--- src/rtl/assert_macros.svh ---
// Assertion helpers shared by the RTL. Each use checks on the rising edge
// of the given clock and stays quiet while the given reset is high.
`ifndef ASSERT_MACROS_SVH
`define ASSERT_MACROS_SVH

// Same-cycle implication.
`define ASSERT_SAME(lbl, clk_s, rst_s, ante, cons, msg) \
  lbl: assert property (@(posedge clk_s) disable iff (rst_s) (ante) |-> (cons)) \
    else $error(msg);

// Next-cycle implication.
`define ASSERT_NEXT(lbl, clk_s, rst_s, ante, cons, msg) \
  lbl: assert property (@(posedge clk_s) disable iff (rst_s) (ante) |=> (cons)) \
    else $error(msg);

`endif

--- src/rtl/cqd_pkg.sv ---
`timescale 1ns / 1ps
package cqd_pkg;

  localparam int DEPTH   = 16;
  localparam int IDX_W   = (DEPTH > 1) ? $clog2(DEPTH) : 1;
  localparam int SIZE_W  = 5;
  localparam int DLEN_W  = $clog2(DEPTH + 1);
  localparam int CNT_W   = (DLEN_W > SIZE_W) ? DLEN_W : SIZE_W;
  localparam int DATA_W  = 32;
  localparam int CMD_W   = 2;
  localparam int STAT_W  = 2;

  localparam logic [SIZE_W-1:0] SIZE_RESET = SIZE_W'(16);

  // Command codes
  localparam logic [CMD_W-1:0] CMD_PUSH = 2'd0;
  localparam logic [CMD_W-1:0] CMD_POP  = 2'd1;
  localparam logic [CMD_W-1:0] CMD_DUMP = 2'd2;

  // Result status codes
  localparam logic [STAT_W-1:0] ST_OK        = 2'd0;
  localparam logic [STAT_W-1:0] ST_OVERFLOW  = 2'd1;
  localparam logic [STAT_W-1:0] ST_UNDERFLOW = 2'd2;
  localparam logic [STAT_W-1:0] ST_EMPTY     = 2'd3;

  // Controller to datapath
  typedef struct packed {
    logic push;
    logic pop;
    logic dump;
    logic dump_next;
  } dp_cmd_t;

  // Datapath to controller
  typedef struct packed {
    logic last;
  } dp_stat_t;

endpackage

--- src/rtl/cqd_datapath.sv ---
`timescale 1ns / 1ps
`include "assert_macros.svh"
module cqd_datapath import cqd_pkg::*; (
  input  logic                     clk,
  input  logic                     rst,
  input  dp_cmd_t                  cmd,
  output dp_stat_t                 stat,
  input  logic signed [DATA_W-1:0] push_value,
  input  logic                     cfg_we,
  input  logic [SIZE_W-1:0]        cfg_size,
  output logic [STAT_W-1:0]        res_status,
  output logic signed [DATA_W-1:0] res_data,
  output logic                     res_last
);

  logic signed [DATA_W-1:0] mem [DEPTH];

  logic [SIZE_W-1:0]        size_reg;
  logic [IDX_W-1:0]         head;
  logic [IDX_W-1:0]         tail;
  logic                     empty;
  logic [IDX_W-1:0]         walk_idx;
  logic signed [DATA_W-1:0] rd_data;
  logic [STAT_W-1:0]        status;
  logic                     last;
  logic                     zero;

  logic [CNT_W-1:0] size_use;
  logic [IDX_W-1:0] tail_adv;
  logic [IDX_W-1:0] head_adv;
  logic [IDX_W-1:0] walk_adv;
  logic             full;
  logic             wr_en;
  logic [IDX_W-1:0] wr_addr;
  logic             rd_en;
  logic [IDX_W-1:0] rd_addr;

  function automatic logic [IDX_W-1:0] adv(input logic [IDX_W-1:0] idx,
                                          input logic [CNT_W-1:0] n);
    logic [CNT_W-1:0] inc;
    inc = CNT_W'(idx) + CNT_W'(1);
    return (inc >= n) ? '0 : IDX_W'(inc);
  endfunction

  // Clamp the programmed size to 1..DEPTH.
  always_comb begin
    if (size_reg == '0) begin
      size_use = CNT_W'(1);
    end else if (CNT_W'(size_reg) > CNT_W'(DEPTH)) begin
      size_use = CNT_W'(DEPTH);
    end else begin
      size_use = CNT_W'(size_reg);
    end
  end

  assign tail_adv = adv(tail, size_use);
  assign head_adv = adv(head, size_use);
  assign walk_adv = adv(walk_idx, size_use);
  assign full     = !empty && (tail_adv == head);

  assign wr_en   = cmd.push && !full;
  assign wr_addr = empty ? '0 : tail_adv;
  assign rd_en   = ((cmd.pop || cmd.dump) && !empty) || cmd.dump_next;
  assign rd_addr = cmd.dump_next ? walk_idx : head;

  always_ff @(posedge clk) begin
    if (wr_en) begin
      mem[wr_addr] <= push_value;
    end
    if (rd_en) begin
      rd_data <= mem[rd_addr];
    end
  end

  always_ff @(posedge clk) begin
    if (rst) begin
      size_reg <= SIZE_RESET;
      head     <= '0;
      tail     <= '0;
      empty    <= 1'b1;
      walk_idx <= '0;
    end else if (cfg_we) begin
      size_reg <= cfg_size;
      head     <= '0;
      tail     <= '0;
      empty    <= 1'b1;
    end else begin
      if (cmd.push) begin
        if (empty) begin
          head  <= '0;
          tail  <= '0;
          empty <= 1'b0;
        end else if (!full) begin
          tail <= tail_adv;
        end
      end
      if (cmd.pop && !empty) begin
        if (head == tail) begin
          head  <= '0;
          tail  <= '0;
          empty <= 1'b1;
        end else begin
          head <= head_adv;
        end
      end
      if (cmd.dump) begin
        walk_idx <= head_adv;
      end
      if (cmd.dump_next) begin
        walk_idx <= walk_adv;
      end
    end
  end

  // Result register, held until the next command.
  always_ff @(posedge clk) begin
    if (cmd.push) begin
      status <= full ? ST_OVERFLOW : ST_OK;
      zero   <= 1'b1;
      last   <= 1'b1;
    end else if (cmd.pop) begin
      status <= empty ? ST_UNDERFLOW : ST_OK;
      zero   <= empty;
      last   <= 1'b1;
    end else if (cmd.dump) begin
      status <= empty ? ST_EMPTY : ST_OK;
      zero   <= empty;
      last   <= empty || (head == tail);
    end else if (cmd.dump_next) begin
      status <= ST_OK;
      zero   <= 1'b0;
      last   <= (walk_idx == tail);
    end
  end

  assign res_status = status;
  assign res_data   = zero ? '0 : rd_data;
  assign res_last   = last;
  assign stat.last  = last;

  `ASSERT_SAME(a_empty_home, clk, rst, empty, (head == '0) && (tail == '0), "empty queue off slot zero")
  `ASSERT_SAME(a_idx_range, clk, rst, 1'b1, (CNT_W'(head) < size_use) && (CNT_W'(tail) < size_use), "index beyond size in use")
  `ASSERT_SAME(a_walk_nonempty, clk, rst, cmd.dump_next, !empty, "dump walk on empty queue")

endmodule

--- config.mk ---
export PLATFORM = sky130hd
export DESIGN_NAME = cqd_datapath
export DESIGN_NICKNAME = d
export VERILOG_FILES = /design/src/rtl/cqd_pkg.sv /design/src/rtl/cqd_datapath.sv
export VERILOG_INCLUDE_DIRS = /design/src /design/src/rtl
export SDC_FILE = /design/constraint.sdc
export NUM_CORES = 1
export LEC_CHECK = 0
export BUFFER_PORTS_ARGS = -buffer_cell sky130_fd_sc_hd__buf_2
export CAP_MARGIN = 20
export CORE_MARGIN = 2
export CORE_UTILIZATION = 50
export DETAILED_ROUTE_END_ITERATION = 7
export PLACE_DENSITY = 0.71
export RECOVER_POWER = 50
export SYNTH_ARGS = -nofsm -noshare
export SYNTH_HDL_FRONTEND = slang
export SYNTH_SLANG_ARGS = --single-unit
--- constraint.sdc ---
create_clock -name clk -period 6.25 [get_ports clk]
set_clock_uncertainty 0.1 [all_clocks]
set_input_delay 0.9375 -clock clk [delete_from_list [all_inputs] [get_ports clk]]
set_output_delay 0.9375 -clock clk [all_outputs]
set_load 0.03 [all_outputs]
# == After elaboration in Yosys (flattened, before gate mapping) ==
# Memory sizes are Yosys's and may differ from the RTL's. A register that Yosys moved wholly into a read port is not among the register bits.
# Cells that the tools add are included.
# op_classes
add_sub_neg,3
magnitude_cmp,4
eq_ne,3
muxes,36
bitwise,1
n_reduce_logical,19
# ops
operator,count
2-to-1 mux 4 bit,16
2-to-1 mux 32 bit,1
adder 4 x 1 -> 5 bit (second input constant),3
>= comparator 5 bit,3
== test 4 bit,3
2-to-1 mux 2 bit,6
2-to-1 mux 1 bit,11
2-to-1 mux 5 bit,2
nonzero test 2 bit,3
greater-than comparator 5 bit (second input constant),1
logical NOT 5 bit,1
logical AND 1 bit,4
AND reduction 2 bit,2
nonzero test 4 bit,1
OR reduction 2 bit,2
logical OR 1 bit,3
nonzero test 3 bit,1
logical NOT 1 bit,2
inverter 1 bit,1
# totals
regBits,22
ramBits,512
inputBits,44
out_inout_bits,36
elab_cells,75
memories,1
# memory_table
name,words,width,read_ports,rd_ports_with_merged_regs,wr,line_no,rtl
mem,16,32,1,1,1,cqd_datapath.sv:16,logic signed [DATA_W-1:0] mem [DEPTH];

# == Logic depth before layout (Yosys ltp) ==
# depth
ltp_word,12
depth_mapped,12
ltp_nobuf,11

# == Least setup slack after synthesis ==
# OpenSTA, ideal clock, no wires.
# synth_path
path_kind,register -> register
from,register tail[0]
to,memory mem[0][0] (enable)
setup_time_ns,0.470
t_arrival_ns,4.696
required_time_ns,5.680
slack_ns,0.984
stages_incl_launch_ff,11
synth_period_minus_slack_ns,5.266
cell_sequence,dfxtp_1 -> ha_1 -> xnor2_1 -> inv_1 -> ha_1 -> a21oi_1 -> o21ai_1 -> a311oi_2 -> xnor2_1 -> a31oi_4 -> a21boi_0
# synth_via
elab_chain_cells,9
word_cells_on_any_way,10
classes_between,add/sub: 1; order compare: 1; eq/ne: 1; mux: 4; reduce/logical: 3
# synth_rtl
element,line_no,rtl
from (decl),cqd_datapath.sv:20,logic [IDX_W-1:0] tail;
from (signal assigned),cqd_datapath.sv:94,tail <= tail_adv;
adder 4 x 1 -> 5 bit (*),cqd_datapath.sv:41,inc = CNT_W'(idx) + CNT_W'(1);
>= comparator 5 bit,cqd_datapath.sv:42,return (inc >= n) ? '0 : IDX_W'(inc);
2-to-1 mux 4 bit (*),cqd_datapath.sv:42,
== test 4 bit,cqd_datapath.sv:59,assign full = !empty && (tail_adv == head);
logical AND 1 bit,cqd_datapath.sv:59,
logical NOT 1 bit,-,
logical AND 1 bit,cqd_datapath.sv:61,assign wr_en = cmd.push && !full;
2-to-1 mux 1 bit,cqd_datapath.sv:67,if (wr_en) begin
2-to-1 mux 1 bit (implied by the code),cqd_datapath.sv:68,mem[wr_addr] <= push_value;
to (decl),cqd_datapath.sv:16,
# Every way passes the cells marked *; elsewhere a longest branch is shown, timed or not.

# == Worst setup path in the final report ==
# layout_path
from,register tail[0]
to,memory mem[12][16] (enable)
# The elaborated chain is that of the path after synthesis.

==> flow_metrics.py <==
metrics = {
    "floorplanning": {
        "dieHeight_um": 216,
        "initial_core_util_pct": 50.7,
        "die_area_um2": 46500,
        "io_pins": 80,
        "row_count": 77,
        "die-width_um": 216,
        "coreArea_um2": 44200,
    },
    "synthesis": {
        "mappedNetlistArea_um2": 22400,
        "yosysWarnings": 0,
        "syn_nets": 1203,
        "post-synth-top-area-fraction_pct": 73.2,
        "ys_top_cells_by_area": "edfxtp_1 (73%), mux4_2 (13%), dfxtp_1 (1.8%)",
        "postSynthAreaPerCell_um2": 19.6,
        "synth_edf_count": 546,
        "netlist_instances": 1141,
        "synth_top_cell_by_area": "edfxtp_1",
        "synth_seq_cells": 566,
        "yosysSeqAreaShare_pct": 75.0,
        "synth_cell_types": 53,
        "ys.flop_type": "edfxtp_1",
        "synthArstFlopShare_pct": 0,
    },
    "timing": {
        "tightest_slew_ns": 2.48,
        "layout_setup_ws_ns": 1.17,
        "slew_headroom_pct": -65.6,
        "rsz0062_at_grt": "false",
        "final_hold_viol_count": 0,
        "setup_viol": 0,
        "fmax_mhz": 197,
        "period_needed_ns": 5.08,
        "fin_crit_sh_pct": 81.3,
        "slew_viol_final": 67,
        "setup_tns_ns": 0,
    },
    "worst_setup_path": {
        "arrival_ns": 5.25,
        "ff2ff_setup_slack_ns": 1.17,
        "worst_setup_path_end_kind": "register",
        "r2r-end": "mem[12][16]",
        "critPathKind": "register to register",
        "endpoint": "mem[12][16]",
        "required_ns": 6.42,
        "crit_path_start_kind": "register",
        "crit_path_start": "tail[0]",
        "critPathMaxFanout": 17,
        "regToRegStartpoint": "tail[0]",
        "rr_worst_depth": 11,
    },
    "global_routing": {
        "grt_max_degree": 65,
        "grt_pass1_vias": 11400,
        "antenna_found_initial": 0,
        "grt_first_pass_wirelength_mm": 70.8,
        "grt_overflow_total": 0,
        "grt_use_total_pct": 20.3,
    },
    "detailed_routing": {
        "ant_nets": 0,
        "initialDrtViolationCount": 1137,
        "drt_wl_total_mm": 46.9,
        "viasPerCell": 5.89,
        "drt_first_pass_iters": 5,
        "wl_per_cell_um": 24.9,
        "vias": 11100,
        "post-route-drc-count": 0,
    },
    "clock_network": {
        "post_cts_buffers": 0,
        "cts_tree": "built",
        "cts-resized-gates": 0,
        "clockBufferDepth": 3,
        "clock_sinks": 566,
        "htreeDepth": 2,
        "holdBufCountCts": 0,
        "cts_root_buffer": "clkbuf_16",
        "cts.clk_slew.worst_paths_ns": 0.06,
        "clk_latency_ns": 0.60,
        "cts_buffers": 54,
    },
    "power": {
        "p_total_mw": 7.99,
        "p_per_area_nw_per_um2": 312,
        "ir_worst_vdd_v": 0.000208,
        "p_leak_nw": 8.40,
    },
    "run_status": {
        "violations": "capacitance limit, slew limit",
        "outcome": "complete, but fails checks",
    },
    "hold_path": {
        "min_path_type": "register to register",
    },
    "cells_and_area": {
        "nFillCells": 3204,
        "nets": 1311,
        "drive_gt1_share_pct": 22.7,
        "seq_area_um2": 16800,
        "area_growth_pct": 14.4,
        "design_area_um2": 25600,
        "largest_register_ffs": 512,
        "multi_input_area_um2": 5410,
        "fin_util_pct": 58.0,
        "antenna_cells": 0,
    },
    "job": {
        "cap_violations": 2,
    },
    "placed_design": {
        "place_ws_ns": 1.30,
        "hpwlAfterDp_mm": 27.4,
        "dpl_cell_area_um2": 23700,
        "io_buffers": 79,
        "gp_congestion": 0.836,
    },
}
==> cell families after synthesis <==
family                     after synthesis  share of synthesized area, %
adders and majority gates               18                          1.01
xor gates and xnor gates                13                         0.508
DFF                                    566                          75.0
muxes                                  141                          13.5
and+or+nand+nor                        222                          4.89
AOI/OAI and AO/OA                      109                          3.46
buffers and inverters                   72                          1.71
==> cell type report <==
class / count / area share, %
Inverter: 12 / 0.176
Multi-Input combinational cell: 503 / 21.1
Timing Repair Buffer: 112 / 3.29
Clock buffer: 65 / 5.52
Tap cell: 592 / 2.89
Clock inverter: 33 / 1.50
Sequential cell: 566 / 65.5
==> Yosys cell counts, types with 2 or more instances <==
master	n
nand4_1	3
a21oi_1	9
nand2b_1	6
edfxtp_1	546
dfxtp_1	20
a221oi_1	3
xnor2_1	6
nand2_1	79
o21ai_0	8
nor2_1	35
nor2b_1	35
mux2i_1	12
and3_1	4
a31oi_1	33
buf_4	8
buf_1	5
nor4_1	2
buf_6	7
inv_1	12
a22oi_1	3
nand3_1	7
a211oi_1	34
buf_2	15
clkbuf_1	24
mux4_2	128
ha_1	18
and2_1	33
a21o_1	5
xor2_1	7
nand4b_1	2
nor3_1	10
==> report_power, final <==
group          total (mW)  internal, mW  switching [mW]
Clock                3.34          1.98            1.36
Sequential           4.24          4.22          0.0232
Combinational       0.412         0.158           0.254
Total                7.99          6.35            1.64
==> layout by cell type (no fill, tap or decap), drive strengths merged, types with 10 or more instances in the layout <==
cell type / n
inv: 13
clkbuf: 116
mux4: 128
nor2: 35
ha: 18
nor2b: 35
nor3: 10
edfxtp: 546
clkinv: 22
dfxtp: 20
buf: 61
a211oi: 34
nand2: 79
and2: 33
a31oi: 34
mux2i: 12
==> critical path: stages (launching register included) <==
cell and delay (ns):
dfxtp_1 0.63, ha_1 0.31, xnor2_1 0.23, inv_1 0.17, ha_1 0.34, a21oi_1 0.15, o21ai_1 0.15, and3_1 0.23
nor3_1 0.67, nand4_1 0.62, nor2_4 0.75, buf_4 0.40
==> how the worst min path moves through the flow <==
stage,startpoint,end,slack [ns],depth (start not counted)
3_5_place_dp,size_reg[0],size_reg[0],0.42,2
6_report,res_last,res_last,0.43,2
4_1_cts,size_reg[0],size_reg[0],0.43,2
5_1_grt,size_reg[1],size_reg[1],0.47,2
3_3_place_gp,size_reg[0],size_reg[0],0.40,2
2_1_floorplan,size_reg[0],size_reg[0],0.36,2
==> per-layer routing <==
| layer | wire length (µm) | global-route usage, % |
|---|---|---|
| met5 | 0 | 0 |
| met4 | 927 | 5.61 |
| met3 | 3110 | 3.34 |
| met2 | 22200 | 31.7 |
| met1 | 20700 | 30.1 |
==> through the flow <==
step,cells,hold slack [ns]
2_1_floorplan,1141,0.361
3_3_place_gp,1773,0.401
3_5_place_dp,1775,0.416
4_1_cts,1873,0.432
5_1_grt,1883,0.472
6_report,1883,0.430
Power figures use the tool's default switching activity.
