File: config.mk
export PLATFORM = sky130hd
export DESIGN_NAME = cqd_ctrl
export DESIGN_NICKNAME = d
export VERILOG_FILES = /design/src/rtl/cqd_pkg.sv /design/src/rtl/cqd_ctrl.sv
export VERILOG_INCLUDE_DIRS = /design/src /design/src/rtl
export SDC_FILE = /design/constraint.sdc
export NUM_CORES = 1
export LEC_CHECK = 0
export BUFFER_PORTS_ARGS = -buffer_cell sky130_fd_sc_hd__buf_2
export CAP_MARGIN = 25
export CORE_AREA = 10 10 47 49
export CTS_CLUSTER_SIZE = 14
export DETAILED_ROUTE_END_ITERATION = 7
export DIE_AREA = 0 0 57 59
export HOLD_SLACK_MARGIN = 0.06
export PLACE_DENSITY = 0.3
export SKIP_CTS_REPAIR_TIMING = 1
export SLEW_MARGIN = 40
export SYNTH_ARGS = -nofsm -noshare
export SYNTH_HDL_FRONTEND = slang
export SYNTH_SLANG_ARGS = --single-unit
File: constraint.sdc
create_clock -name clk -period 1.79 [get_ports clk]
set_input_delay 0.0895 -clock clk [delete_from_list [all_inputs] [get_ports clk]]
set_output_delay 0.0895 -clock clk [all_outputs]
set_load 0.1 [all_outputs]
File: src/rtl/assert_macros.svh
// Assertion helpers shared by the RTL. Each use checks on the rising edge
// of the given clock and stays quiet while the given reset is high.
`ifndef ASSERT_MACROS_SVH
`define ASSERT_MACROS_SVH

// Same-cycle implication.
`define ASSERT_SAME(lbl, clk_s, rst_s, ante, cons, msg) \
  lbl: assert property (@(posedge clk_s) disable iff (rst_s) (ante) |-> (cons)) \
    else $error(msg);

// Next-cycle implication.
`define ASSERT_NEXT(lbl, clk_s, rst_s, ante, cons, msg) \
  lbl: assert property (@(posedge clk_s) disable iff (rst_s) (ante) |=> (cons)) \
    else $error(msg);

`endif

File: src/rtl/cqd_pkg.sv
`timescale 1ns / 1ps
package cqd_pkg;

  localparam int DEPTH   = 16;
  localparam int IDX_W   = (DEPTH > 1) ? $clog2(DEPTH) : 1;
  localparam int SIZE_W  = 5;
  localparam int DLEN_W  = $clog2(DEPTH + 1);
  localparam int CNT_W   = (DLEN_W > SIZE_W) ? DLEN_W : SIZE_W;
  localparam int DATA_W  = 32;
  localparam int CMD_W   = 2;
  localparam int STAT_W  = 2;

  localparam logic [SIZE_W-1:0] SIZE_RESET = SIZE_W'(16);

  // Command codes
  localparam logic [CMD_W-1:0] CMD_PUSH = 2'd0;
  localparam logic [CMD_W-1:0] CMD_POP  = 2'd1;
  localparam logic [CMD_W-1:0] CMD_DUMP = 2'd2;

  // Result status codes
  localparam logic [STAT_W-1:0] ST_OK        = 2'd0;
  localparam logic [STAT_W-1:0] ST_OVERFLOW  = 2'd1;
  localparam logic [STAT_W-1:0] ST_UNDERFLOW = 2'd2;
  localparam logic [STAT_W-1:0] ST_EMPTY     = 2'd3;

  // Controller to datapath
  typedef struct packed {
    logic push;
    logic pop;
    logic dump;
    logic dump_next;
  } dp_cmd_t;

  // Datapath to controller
  typedef struct packed {
    logic last;
  } dp_stat_t;

endpackage

File: src/rtl/cqd_ctrl.sv
`timescale 1ns / 1ps
`include "assert_macros.svh"
module cqd_ctrl import cqd_pkg::*; (
  input  logic             clk,
  input  logic             rst,
  input  logic             in_valid,
  output logic             in_ready,
  input  logic [CMD_W-1:0] command,
  output logic             out_valid,
  input  logic             out_ready,
  output dp_cmd_t          cmd,
  input  dp_stat_t         stat
);

  typedef enum logic {
    S_IDLE,
    S_SEND
  } state_t;

  state_t state;
  logic   accept;
  logic   known;
  logic   out_fire;

  assign in_ready  = (state == S_IDLE);
  assign out_valid = (state == S_SEND);
  assign accept    = in_valid && in_ready;
  assign out_fire  = out_valid && out_ready;
  assign known     = (command == CMD_PUSH) || (command == CMD_POP) || (command == CMD_DUMP);

  always_comb begin
    cmd.push      = accept && (command == CMD_PUSH);
    cmd.pop       = accept && (command == CMD_POP);
    cmd.dump      = accept && (command == CMD_DUMP);
    cmd.dump_next = out_fire && !stat.last;
  end

  always_ff @(posedge clk) begin
    if (rst) begin
      state <= S_IDLE;
    end else begin
      case (state)
        S_IDLE: begin
          if (accept && known) begin
            state <= S_SEND;
          end
        end
        S_SEND: begin
          if (out_fire && stat.last) begin
            state <= S_IDLE;
          end
        end
        default: begin
          state <= S_IDLE;
        end
      endcase
    end
  end

  `ASSERT_NEXT(a_dump_stream, clk, rst, out_fire && !stat.last, out_valid, "dump stream broke")
  `ASSERT_NEXT(a_done_idle, clk, rst, out_fire && stat.last, in_ready, "not idle after final item")

endmodule

; ---- Word-level counts from Yosys, hierarchy flattened
; Index checks and enable logic that the tools add are counted.
; W data, S select, Z words.
[word_totals]
elab_cells = 19
register_bits = 1
[classes]
bitwise = 1
muxes = 3
reduce_logical = 12
n_eq_ne = 2
[ops]
columns = cell, n
row1 = $logic_and A1 B1 Y1, 8
row2 = $eq A2 B1 Y1 const B, 1
row3 = $eq A2 B2 Y1 const B, 1
row4 = $logic_not A2 Y1, 1
row5 = $logic_or A1 B1 Y1, 2
row6 = $mux W1, 2
row7 = $pmux W1 S2, 1
row8 = $logic_not A1 Y1, 1
row9 = $not A1 Y1, 1

; ---- Depth between registers and ports, before layout
; Gate-level depths: netlist of run 1.
[logic_depth]
word_depth = 6
ltp_mapped = 2
mapped_depth_nobuf = 2

; ---- Least setup slack after synthesis of run 1
; No wires, ideal clock.
[synth_timing]
path_type = register to output
from = register state (netlist: out_valid)
to = output port cmd[0] in the netlist's numbering
t_required_ns = 1.701
slack_ns = -1.179
path_stages_with_launch = 3
t_arrival_ns = 2.879
path_cell_list = dfxtp_1 -> inv_2 -> nor3b_2
[synth_lines]
columns = element, line_no
row1 = from (decl), cqd_ctrl.sv:20  ; state_t state;
row2 = from (signal assigned), cqd_ctrl.sv:40  ; state <= S_IDLE;
row3 = from (signal assigned), cqd_ctrl.sv:45  ; state <= S_SEND;
row4 = from (signal assigned), cqd_ctrl.sv:50  ; state <= S_IDLE;
row5 = to (decl), cqd_ctrl.sv:11  ; output dp_cmd_t cmd,

==> results.py, run 1 <==
metrics = {
    "outcome": {
        "status": "complete, no violations",
    },
    "synthesis": {
        "yosys_warnings": 0,
        "yosys-top-cells-area": "and4bb_2 (26%), dfxtp_1 (21%), nor4b_2 (15%)",
        "synth_top_area_share_pct": 25.6,
        "synth_flop_cell": "dfxtp_1",
        "synth_edf_count": 0,
        "synthArstFlopShare_pct": 0,
        "syn-num-nets": 16,
        "ys_seq_area_share_pct": 20.5,
        "yosys.area.top_type": "and4bb_2",
        "synth.most_common_cell": "and4bb_2",
        "syn_inst": 9,
        "syn_area_um2": 97.6,
        "synth.distinct_cells": 8,
        "synth_seq_cells": 1,
        "synth_area_per_cell_um2": 10.8,
    },
    "cells_and_area": {
        "nFillCells": 175,
        "largest_register_ffs": 1,
        "drive_gt1_share_pct": 85.7,
        "multiInputGateArea_um2": 88.8,
        "seqCellArea_um2": 23.8,
        "syn2layout_area_growth_pct": 104,
        "final_area_um2": 199,
        "diodes": 0,
        "nNetsFinal": 30,
    },
    "worst_setup_path": {
        "path_class": "flop to output port",
        "crit_required_ps": 1700,
        "cp.arrival_ps": 1080,
        "critPathLaunchType": "flop",
        "r2r_end": "out_valid$_SDFF_PP0_",
        "reg2reg_slack_ps": 1100,
        "critical_path.max_fanout": 7,
        "r2r_cells": 2,
        "rr_startpoint": "out_valid$_SDFF_PP0_",
        "end_kind": "output port",
    },
    "drt": {
        "drc": 0,
        "via_count": 140,
        "antenna_left": 0,
        "drt_pass1_iterations": 1,
        "drt_iter0_drc": 0,
        "drt-total-wl_um": 447,
        "wl_per_cell_um": 12.1,
        "post_drt_via_cell_ratio": 3.78,
    },
    "worst_hold_path": {
        "hold_end": "out_valid$_SDFF_PP0_",
        "hp-start": "rst",
        "hold_depth": 3,
        "worstHoldPathType": "input pin to flop",
    },
    "global_routing": {
        "grt_pass1_wl_um": 738,
        "grt_use_met2_pct": 3.72,
        "overflow": 0,
        "grt_use_met1_pct": 3.31,
        "global_route.usage.met3_pct": 1.29,
        "grt_antenna_before_repair": 0,
        "busiest_layer": "met2",
        "grt_pass1_vias": 173,
        "grt_max_degree": 8,
        "grt.total_usage_pct": 2.50,
    },
    "power_and_ir_drop": {
        "p_leak_nw": 0.0925,
        "vdd_drop_max_mv": 0.124,
        "power_density_nw_per_um2": 570,
        "power_mw": 0.113,
    },
    "die": {
        "die_h_um": 59,
        "ios": 13,
        "rows": 14,
        "dieArea_um2": 3360,
        "die_w_um": 57,
        "initial_utilization_pct": 6.96,
        "fp.coreArea_um2": 1400,
    },
    "placed_design": {
        "pre_cts_ws_ps": 607,
        "gp_congestion": 0.653,
        "port_buffers": 12,
        "hpwl_um": 410,
        "placed_area_um2": 199,
    },
    "clock_tree": {
        "cts.reportedPaths.clkPinSlew_ps": 0,
        "clk_latency_ps": 0,
    },
    "sta": {
        "tightest_slew_ps": 496,
        "fmaxAchievable_mhz": 854,
        "finalSetupTns_ps": 0,
        "post-route-min-period_ps": 1170,
        "finalMaxSlewViolations": 0,
        "setup_slack_ps": 619,
        "skew_ps": 0,
        "maxSlewHeadroom_pct": 67.2,
        "setup_viol": 0,
        "hold_viol": 0,
        "fin_crit_sh_pct": 65.4,
        "rsz0062_at_grt": "false",
    },
    "job": {
        "drv_cap": 0,
    },
}
cell type report:
cell class              count  area share (%)
multi-input cells           7            44.7
repair buffers             12            30.2
flip-flops and latches      1            11.9
well taps                  16            10.1
inverters                   1            3.14
cell families after synthesis:
group / share of synthesized area, %
AOI/OAI and AO/OA: 21.8
buffers and inverters: 3.84
DFF: 20.5
and+or+nand+nor: 53.8
placed cells by master (no fill, tap or decap):
| master | n |
|---|---|
| a31oi_1 | 1 |
| nor3b_4 | 1 |
| nor4b_4 | 1 |
| buf_2 | 12 |
| o21a_1 | 1 |
| and4bb_2 | 2 |
| dfxtp_4 | 1 |
| inv_4 | 1 |
| a21boi_0 | 1 |
worst max path at each step:
| stage | startpoint | endpoint | depth (start not counted) |
|---|---|---|---|
| floorplan | out_valid$_SDFF_PP0_ | cmd[0] | 2 |
| detailed placement | out_valid$_SDFF_PP0_ | cmd[3] | 2 |
| CTS | out_valid$_SDFF_PP0_ | cmd[3] | 2 |
| finish | out_valid$_SDFF_PP0_ | cmd[3] | 2 |
| global route | out_valid$_SDFF_PP0_ | cmd[3] | 2 |
| global placement | out_valid$_SDFF_PP0_ | cmd[3] | 2 |
power by group:
group	leakage (nW)	switching, mW	internal [mW]	total [mW]
Clock	0	0	0	0
Sequential	0.00891	0.00495	0.0246	0.0296
Combinational	0.0836	0.0652	0.0187	0.0839
Total	0.0925	0.0701	0.0433	0.113
per-stage QoR:
stage	hold WS, ps	std cells	util [%]
CTS	342	37	14.2
detailed placement	342	37	14.2
finish	336	37	14.2
global placement	326	37	14.2
global route	375	37	14.2
floorplan	234	9	-
critical path, stage by stage (launching register included):
cell and delay, ps:
dfxtp_4 350, nor4b_4 260, buf_2 460
routing by layer:
metal	up-vias	part of all wire [%]
li1	62	-
met3	0	17
met4	0	0
met1	63	48
met5	-	0
met2	15	35
Note: power is estimated with default switching activity, not from simulation.
==> inputs of run 2 (changes only) <==
--- a/config.mk
+++ b/config.mk
@@ -6,6 +6,7 @@
 export SDC_FILE = /design/constraint.sdc
 export NUM_CORES = 1
 export LEC_CHECK = 0
+export ABC_AREA = 1
 export BUFFER_PORTS_ARGS = -buffer_cell sky130_fd_sc_hd__buf_2
 export CAP_MARGIN = 25
 export CORE_AREA = 10 10 47 49
==> constraint.sdc (replaced) <==
create_clock -name clk -period 1 [get_ports clk]
set_input_delay 0.05 -clock clk [delete_from_list [all_inputs] [get_ports clk]]
set_output_delay 0.05 -clock clk [all_outputs]
set_load 0.1 [all_outputs]
==> results.py, run 2 <==
metrics = {
    "placed_design": {
        "pre_cts_ws_ps": 40.6,
        "port_buffers": 12,
        "gp_congestion": 0.654,
        "hpwl_um": 435,
    },
    "worst_setup_path": {
        "cp.arrival_ps": 900,
        "critPathBufInv": 2,
        "cp_top_family": "flip-flops",
        "slowest_delay_ps": 360,
        "path_class": "flop to output port",
        "critical_path.max_fanout": 4,
        "critPathLaunchType": "flop",
        "crit_required_ps": 950,
        "end_kind": "output port",
        "crit_chain": "inv_12, nand2_8, nor3_4, buf_12",
        "crit_slowest_cell": "dfxtp_4",
    },
    "synthesis": {
        "syn-num-nets": 22,
        "synth_edf_count": 0,
        "synth_area_per_cell_um2": 5.34,
        "syn_area_um2": 80.1,
        "yosys.area.top_type": "dfxtp_1",
        "yosys_warnings": 0,
        "synthArstFlopShare_pct": 0,
        "synth_fa_ha_area_share_pct": 0,
        "synth_seq_cells": 1,
        "synth_flop_cell": "dfxtp_1",
        "synthMuxAreaShare_pct": 0,
        "synth.distinct_cells": 9,
        "synth_compound_area_share_pct": 6.25,
        "synth_top_area_share_pct": 25.0,
        "yosys.area_share.simple_pct": 59.4,
        "syn_inst": 15,
        "synth.top_cells.by_count": "nand2_1 (5), nor2_1 (2), nor3_1 (2)",
        "ys_seq_area_share_pct": 25.0,
        "yosys-top-cells-area": "dfxtp_1 (25%), nand2_1 (23%), nor3_1 (13%)",
        "synthXorXnorAreaFrac_pct": 0,
        "synth_top_family_by_area": "simple AND/OR/NAND/NOR gates",
        "synth.most_common_cell": "nand2_1",
    },
    "die": {
        "dieArea_um2": 3360,
        "die_w_um": 57,
        "ios": 13,
        "die_h_um": 59,
        "fp.coreArea_um2": 1400,
        "rows": 14,
        "initial_utilization_pct": 5.71,
    },
    "cells_and_area": {
        "utilization_pct": 22.7,
        "nNetsFinal": 36,
        "largest_register_ffs": 1,
        "final_cell_mix": "buf_2 (6), buf_12 (6), nand2_1 (5), nor3_4 (2), nor2_4 (2)",
        "drive_gt1_share_pct": 70.4,
        "nFillCells": 164,
        "diodes": 0,
        "syn2layout_area_growth_pct": 297,
    },
    "sta": {
        "fmaxAchievable_mhz": 1050,
        "hold_viol": 0,
        "tightest_slew_ps": 173,
        "fin_crit_sh_pct": 95.4,
        "post-route-min-period_ps": 954,
        "skew_ps": 0,
        "rsz0062_at_grt": "false",
        "finalMaxSlewViolations": 0,
        "setup_viol": 0,
        "maxSlewHeadroom_pct": 88.5,
        "setup_slack_ps": 46.3,
    },
    "global_routing": {
        "grt_antenna_before_repair": 0,
        "grt_pass1_vias": 161,
        "grt.total_usage_pct": 2.46,
        "grt_max_degree": 5,
        "grt_pass1_wl_um": 717,
        "overflow": 0,
    },
    "power_and_ir_drop": {
        "p_leak_nw": 0.129,
        "power_density_nw_per_um2": 862,
        "vdd_drop_max_mv": 0.257,
    },
    "drt": {
        "wl_per_cell_um": 10.3,
        "drt-total-wl_um": 441,
        "via_count": 147,
        "antenna_left": 0,
        "drt_iter0_drc": 2,
        "post_drt_via_cell_ratio": 3.42,
        "drt_pass1_iterations": 3,
        "drc": 0,
    },
    "clock_tree": {
        "cts.reportedPaths.clkPinSlew_ps": 0,
        "clk_latency_ps": 0,
    },
    "worst_hold_path": {
        "worstHoldPathType": "input pin to flop",
    },
    "outcome": {
        "status": "complete, no violations",
    },
    "job": {
        "drv_cap": 0,
    },
}
==> run 2: cell type report <==
cell class / instances / area, um2 / share of cell area [%]
flip-flops and latches: 1 / 23.8 / 7.48
inverters: 2 / 20.0 / 6.30
multi-input cells: 12 / 104 / 32.7
well taps: 16 / 20.0 / 6.30
repair buffers: 12 / 150 / 47.2
==> run 2: worst paths after layout <==
path                   startpoint                   end  slack, ps  cells after the start
max          out_valid$_SDFF_PP0_                cmd[1]         50                      4
min                           rst  out_valid$_SDFF_PP0_        200                      2
max reg2reg  out_valid$_SDFF_PP0_  out_valid$_SDFF_PP0_        290                      3
min reg2reg  out_valid$_SDFF_PP0_  out_valid$_SDFF_PP0_        540                      2
==> run 2: routing by layer <==
metal	GRT usage (%)	up-vias	routed length [um]	part of all wire, %
li1	-	71	-	-
met4	0	0	0	0
met1	2.60	65	151	34
met2	3.57	11	185	42
met3	2.58	0	103	23
met5	0	-	0	0
==> run 2: through the flow <==
stage          hold WS (ps)  total power [mW]  instances  setup TNS, ps  instance area, um2
2_1_floorplan           109             0.189         15          -1570                 148
3_3_place_gp            198             0.275         43              0                 318
3_5_place_dp            204             0.276         43              0                 318
4_1_cts                 205             0.277         43              0                 318
5_1_grt                 219             0.283         43              0                 318
6_report                201             0.274         43              0                 318
==> run 2: cells by family after synthesis <==
kind of cell	after synthesis
buf+inv	2
simple gates	11
flops	1
compound gates	1
==> run 2: worst reg2reg max path, cell delays in order, from the launching register on <==
cell and delay (ps):
dfxtp_4 360, inv_12 80, nand3_1 80, a21oi_1 110
==> run 2: power by group <==
| part | switching [mW] | total [mW] | internal, mW |
|---|---|---|---|
| combinational | 0.143 | 0.219 | 0.0753 |
| clock | 0 | 0 | 0 |
| sequential | 0.0112 | 0.0553 | 0.0441 |
| total | 0.155 | 0.274 | 0.119 |
